--- config.mk ---
export PLATFORM = sky130hd
export DESIGN_NAME = tcw_ctrl
export DESIGN_NICKNAME = d
export VERILOG_FILES = /design/src/sv/tcw_pkg.sv /design/src/sv/tcw_ctrl.sv
export SDC_FILE = /design/constraint.sdc
export NUM_CORES = 1
export LEC_CHECK = 0
export ABC_AREA = 1
export BUFFER_PORTS_ARGS = -buffer_cell sky130_fd_sc_hd__buf_4
export CAP_MARGIN = 30
export CORE_AREA = 2 2 39 41
export DETAILED_ROUTE_END_ITERATION = 16
export DIE_AREA = 0 0 41 43
export GPL_TIMING_DRIVEN = 1
export PLACE_DENSITY_LB_ADDON = 0.2
export REMOVE_ABC_BUFFERS = 1
export SLEW_MARGIN = 10
export SYNTH_ARGS = -nofsm -noshare
export SYNTH_HDL_FRONTEND = slang
export SYNTH_SLANG_ARGS = --single-unit
--- constraint.sdc ---
create_clock -name clk -period 1.2 [get_ports clk]
set_clock_uncertainty 0.1 [all_clocks]
set_input_delay 0.12 -clock clk [delete_from_list [all_inputs] [get_ports clk]]
set_output_delay 0.12 -clock clk [all_outputs]
set_load 0.005 [all_outputs]
--- src/sv/tcw_pkg.sv ---
// Shared types and constants of the text console writer.
// Used by the controller, the datapath, the top level and the checker.
package tcw_pkg;

  localparam int ADDR_W = 12;
  localparam int COL_W = 7;
  localparam int ROW_W = 6;
  localparam int CELL_W = 16;
  localparam int CFG_W = 7;
  localparam int CFG_IDX_W = 3;

  localparam logic [COL_W-1:0] MAX_COLS = 7'd80;
  localparam logic [ROW_W-1:0] MAX_ROWS = 6'd50;

  localparam logic [COL_W-1:0] RESET_COLUMNS = 7'd80;
  localparam logic [ROW_W-1:0] RESET_ROWS = 6'd25;
  localparam logic [3:0] RESET_FG = 4'hF;
  localparam logic [3:0] RESET_BG = 4'h0;

  localparam logic [CFG_IDX_W-1:0] REG_COLUMNS = 3'd0;
  localparam logic [CFG_IDX_W-1:0] REG_ROWS = 3'd1;
  localparam logic [CFG_IDX_W-1:0] REG_FG = 3'd2;
  localparam logic [CFG_IDX_W-1:0] REG_BG = 3'd3;
  localparam logic [CFG_IDX_W-1:0] REG_SHOWN = 3'd4;

  localparam logic [7:0] CH_BEL = 8'h07;
  localparam logic [7:0] CH_BS = 8'h08;
  localparam logic [7:0] CH_TAB = 8'h09;
  localparam logic [7:0] CH_LF = 8'h0A;
  localparam logic [7:0] CH_VT = 8'h0B;
  localparam logic [7:0] CH_CR = 8'h0D;
  localparam logic [7:0] CH_SPACE = 8'h20;

  typedef enum logic [1:0] {
    KIND_PUT,
    KIND_CLEAR,
    KIND_SET,
    KIND_READ
  } kind_t;

  typedef enum logic [1:0] {
    SW_WIPE,
    SW_COPY,
    SW_LAST,
    SW_FILL
  } sweep_t;

  typedef enum logic [1:0] {
    ACT_DONE,
    ACT_SCROLL,
    ACT_FILL
  } act_t;

  typedef enum logic [2:0] {
    S_WIPE,
    S_IDLE,
    S_EXEC,
    S_COPY,
    S_LAST,
    S_DRAIN,
    S_FILL,
    S_FINISH
  } state_t;

  typedef struct packed {
    logic   latch;
    logic   exec;
    logic   step;
    sweep_t mode;
    logic   ptr_load;
    sweep_t load_mode;
    logic   out_load;
  } cmd_t;

  typedef struct packed {
    act_t act;
    logic single_row;
    logic ptr_end;
  } stat_t;

endpackage

--- src/sv/tcw_ctrl.sv ---
// Controller state machine of the text console writer.
// Depends on tcw_pkg; drives the datapath through tcw_pkg::cmd_t.
module tcw_ctrl (
  input  logic           clk,
  input  logic           rst,
  input  logic           in_valid,
  output logic           in_ready,
  output logic           out_valid,
  input  logic           out_ready,
  input  tcw_pkg::stat_t stat,
  output tcw_pkg::cmd_t  cmd
);

  tcw_pkg::state_t state;
  tcw_pkg::state_t state_next;
  logic            out_free;

  assign out_free = !out_valid || out_ready;

  always_ff @(posedge clk) begin
    if (rst) begin
      state <= tcw_pkg::S_WIPE;
      out_valid <= 1'b0;
    end else begin
      state <= state_next;
      if (cmd.out_load) begin
        out_valid <= 1'b1;
      end else if (out_ready) begin
        out_valid <= 1'b0;
      end
    end
  end

  always_comb begin
    state_next = state;
    unique case (state)
      tcw_pkg::S_WIPE: begin
        if (stat.ptr_end) state_next = tcw_pkg::S_IDLE;
      end
      tcw_pkg::S_IDLE: begin
        if (in_valid) state_next = tcw_pkg::S_EXEC;
      end
      tcw_pkg::S_EXEC: begin
        unique case (stat.act)
          tcw_pkg::ACT_SCROLL:
            state_next = stat.single_row ? tcw_pkg::S_LAST : tcw_pkg::S_COPY;
          tcw_pkg::ACT_FILL: state_next = tcw_pkg::S_FILL;
          default: state_next = tcw_pkg::S_FINISH;
        endcase
      end
      tcw_pkg::S_COPY: begin
        if (stat.ptr_end) state_next = tcw_pkg::S_LAST;
      end
      tcw_pkg::S_LAST: begin
        if (stat.ptr_end) state_next = tcw_pkg::S_DRAIN;
      end
      tcw_pkg::S_DRAIN: state_next = tcw_pkg::S_FINISH;
      tcw_pkg::S_FILL: begin
        if (stat.ptr_end) state_next = tcw_pkg::S_FINISH;
      end
      tcw_pkg::S_FINISH: begin
        if (out_free) state_next = in_valid ? tcw_pkg::S_EXEC : tcw_pkg::S_IDLE;
      end
      default: state_next = tcw_pkg::S_IDLE;
    endcase
  end

  always_comb begin
    cmd = '0;
    in_ready = 1'b0;
    unique case (state)
      tcw_pkg::S_WIPE: begin
        cmd.step = 1'b1;
        cmd.mode = tcw_pkg::SW_WIPE;
      end
      tcw_pkg::S_IDLE: begin
        in_ready = 1'b1;
        cmd.latch = in_valid;
      end
      tcw_pkg::S_EXEC: begin
        cmd.exec = 1'b1;
        unique case (stat.act)
          tcw_pkg::ACT_SCROLL: begin
            cmd.ptr_load = 1'b1;
            cmd.load_mode = stat.single_row ? tcw_pkg::SW_LAST : tcw_pkg::SW_COPY;
          end
          tcw_pkg::ACT_FILL: begin
            cmd.ptr_load = 1'b1;
            cmd.load_mode = tcw_pkg::SW_FILL;
          end
          default: ;
        endcase
      end
      tcw_pkg::S_COPY: begin
        cmd.step = 1'b1;
        cmd.mode = tcw_pkg::SW_COPY;
        if (stat.ptr_end) begin
          cmd.ptr_load = 1'b1;
          cmd.load_mode = tcw_pkg::SW_LAST;
        end
      end
      tcw_pkg::S_LAST: begin
        cmd.step = 1'b1;
        cmd.mode = tcw_pkg::SW_LAST;
      end
      tcw_pkg::S_DRAIN: ;
      tcw_pkg::S_FILL: begin
        cmd.step = 1'b1;
        cmd.mode = tcw_pkg::SW_FILL;
      end
      tcw_pkg::S_FINISH: begin
        cmd.out_load = out_free;
        in_ready = out_free;
        cmd.latch = out_free && in_valid;
      end
      default: ;
    endcase
  end

endmodule

==> out/metrics.csv <==
stage;metric;value;unit
timing;Final Setup Violations;13;
drt;TritonRoute pass-1 iters;4;
clock_tree;Clock Path Buffers;2;
floorplanning;row count;14;
power;PD cells;2103;nW/um^2
synth;Post-synth EDFFs;0;
grt;total gr overflow;0;
synth;Synth top cells by count;23 x nand2_1, 13 x inv_1, 9 x nor2_1;
worst_setup_path;path type of the worst setup path;reg2out;
synth;synth unique cells;19;
synth;most area-hungry cell type in the Yosys netlist;nand2_1;
power;part of the power in registers;15.5;%
layout;P&R area growth vs syn;101.1;%
clock_tree;CTS tree;yes;
timing;maximum clock frequency;694.6;MHz
worst_setup_path;R2R Setup Slk;-0.17;ns
run;max cap viols;0;
power;Internal;1.136;mW
timing;RSZ-0062 raised after global routing;yes;
layout;layout net count;135;
timing;Slew headroom;84.61;%
synth;Syn Inst Count;80;
grt;vias in the first global route;526;
synth;most common cell in the netlist;nand2_1;
synth;ranking of synthesized cells by area;nand2_1 18%, dfxtp_1 17%, inv_1 10%, nand3_2 8.6%, ha_1 8.0%;
worst_setup_path;Critical Path RT;0.98;ns
synth;main flop type after synthesis;dfxtp_1;
outcome;failing checks;negative setup slack;
drt;initial drt markers;15;
place;Placed Instance Area;694.4;um^2
clock_tree;H-tree levels;1;
worst_setup_path;crit path DAT;1.22;ns
synth;Yosys reg bits;4;
timing;Hold Slack;0.2144;ns
floorplanning;CORE AREA;1384;um^2
place;IO Port Bufs;18;
clock_tree;Worst-Skew Late Latency;0.24;ns
power;LEAKAGE;0.5087;nW
layout;Final Instance Area;940.9;um^2
drt;via count of the routed design;646;
drt;Via-to-Cell Ratio;4.681;
worst_setup_path;CP peak stage delay;0.39;ns
grt;global-route wire length before repair;2070;um
worst_setup_path;Crit-path slowest cell;dfxtp_4;
timing;Fin. Hold Viols;0;
layout;post-layout util;67.99;%
floorplanning;height of the die;43;um
clock_tree;Clock Tree Root;clkbuf_4;
power;switch share;42.60;%
synth;share of synthesized registers carrying an async set or reset;0;%
drt;antenna-violating nets left;0;
clock_tree;CTS Buf Count;3;
synth;Yosys top cell area share;18.45;%
synth;mean post-synth cell area;5.849;um^2
synth;warning count from the yosys run;0;
timing;Tcrit/Tclk final;120.0;%
floorplanning;io pins;19;
worst_setup_path;most used cell, CP;buf_6;
synth;sequential fraction of the synthesis area;17.11;%
power;Sw Pwr;0.8431;mW
timing;Worst Slack Setup Final;-0.2397;ns
timing;setup_tns;-2.050;ns
layout;Antenna diodes;0;
synth;Post-Syn Area;467.9;um^2
worst_hold_path;worst hold path type;in2reg;
outcome;outcome;complete, but fails checks;
worst_setup_path;CP endpoint kind;output pin;
place;DP Wirelength;935.4;um
power;Max VDD drop;0.001115;V
timing;Slew Viols, Final;0;
clock_tree;clock transition at the registers of the reported paths;0.04;ns
worst_setup_path;startpoint types;flip-flop;
clock_tree;Clock Sinks;4;
drt;DR WL/cell;11.00;um
worst_setup_path;crit path cell chain;buf_6, nand3_4, buf_6, o22ai_4, buf_6;
place;GP Congestion;0.7495;
power;Logic pwr share;75.8;%
grt;initial antenna violation count;0;
grt;largest net degree at the start of global routing;10;
power;power share of the clock group;8.7;%
grt;Global Route Usage Sum;16.87;%
floorplanning;die outline area;1763;um^2
worst_setup_path;CP max FO;6;
timing;Worst Tran Pin Value;0.2301;ns
floorplanning;initial core utilization;33.82;%
floorplanning;Die X;41;um
layout;share of layout cells above drive strength 1;57.38;%
drt;drt total wl;1518;um
drt;# DRC;0;
timing;post-layout min period;1.440;ns
## sequential cells by signal (all words and copies together), names as in the netlist
signal / cells
state: 3
out_valid: 1
## path summary, 6_finish.rpt
path | to | cells past startpoint | start
worst max-delay path | cmd[8] | 5 | state[0]
worst min-delay path | state[1] | 5 | stat[0]
worst max register to register | state[1] | 9 | state[0]
worst min register to register | out_valid | 3 | out_valid
## area by class of cell
type,count,area [um^2]
Timing Repair Buffer,41,351.6
Sequential cell,4,88.84
Inverter,15,58.81
Clock buffer,3,22.52
Tap cell,16,20.02
Multi-Input combinational cell,59,399.1
Fill cell,119,442.9
## worst max-delay path, delay by kind of cell, from the launching register on
| kind | cells | cell delay (ns) |
|---|---|---|
| flops | 1 | 0.39 |
| buf+inv | 3 | 0.36 |
| compound gates | 1 | 0.14 |
| simple gates | 1 | 0.08 |
## logic make-up (layout without fill, tap and decap cells)
| family | after synthesis | count (layout) | share of synthesized area, % |
|---|---|---|---|
| compound gates | 8 | 8 | 9.358 |
| fa+ha+maj | 3 | 3 | 8.022 |
| buf+inv | 17 | 59 | 16.04 |
| flops | 4 | 4 | 17.11 |
| simple gates | 48 | 48 | 49.46 |
## metrics by stage
| step | instances | worst slack [ns] | total power, mW |
|---|---|---|---|
| after detailed placement | 124 | -0.1710 | 1.243 |
| after global routing | 138 | -0.3041 | 2.118 |
| final | 138 | -0.2397 | 1.979 |
| after floorplan | 78 | -0.06342 | 0.7416 |
| after global placement | 124 | -0.1451 | 1.239 |
| after CTS | 132 | -0.2200 | 1.652 |
## layer usage
layer / routed length (um) / vias to the layer above / track usage [%]
met5: 0 / - / 0
li1: - / 335 / -
met4: 0 / 0 / 2.000
met1: 711 / 291 / 25.40
met2: 741 / 20 / 23.13
met3: 65 / 0 / 6.283
## power by group through the flow
stage	registers (mW)	clock network, mW	logic [mW]
after floorplan	0.272	0	0.470
after global placement	0.262	0	0.977
after detailed placement	0.267	0	0.976
after CTS	0.312	0.172	1.17
after global routing	0.312	0.193	1.61
final	0.308	0.172	1.50
## what timing repair did
action | CTS | global route
buffers inserted | 4 | 7
hold buffers | 1 | 0
setup endpoints to repair | 13 | 14
gates resized for setup | 19 | 20
pin swaps | 9 | 6
hold endpoints to repair | 2 | 0
## layout by cell type, fill, tap and decap left out
master and n:
dfxtp_4 2, nand2_1 18, dfxtp_2 1, inv_2 2
nor2_1 8, o21ai_1 2, o211ai_1 1, nand4_1 1
nand3_4 2, nor2_2 1, clkbuf_4 3, a21oi_2 3
nor2_4 2, buf_6 11, nand2_2 6, ha_1 3
o21ai_0 1, inv_1 12, nor3_4 1, inv_4 1
o22ai_4 1, dlygate4sd3_1 1, nand3_2 4, buf_4 29
dfxtp_1 1, nand3_1 4, nand2_4 1
Power figures use the tool's default switching activity.
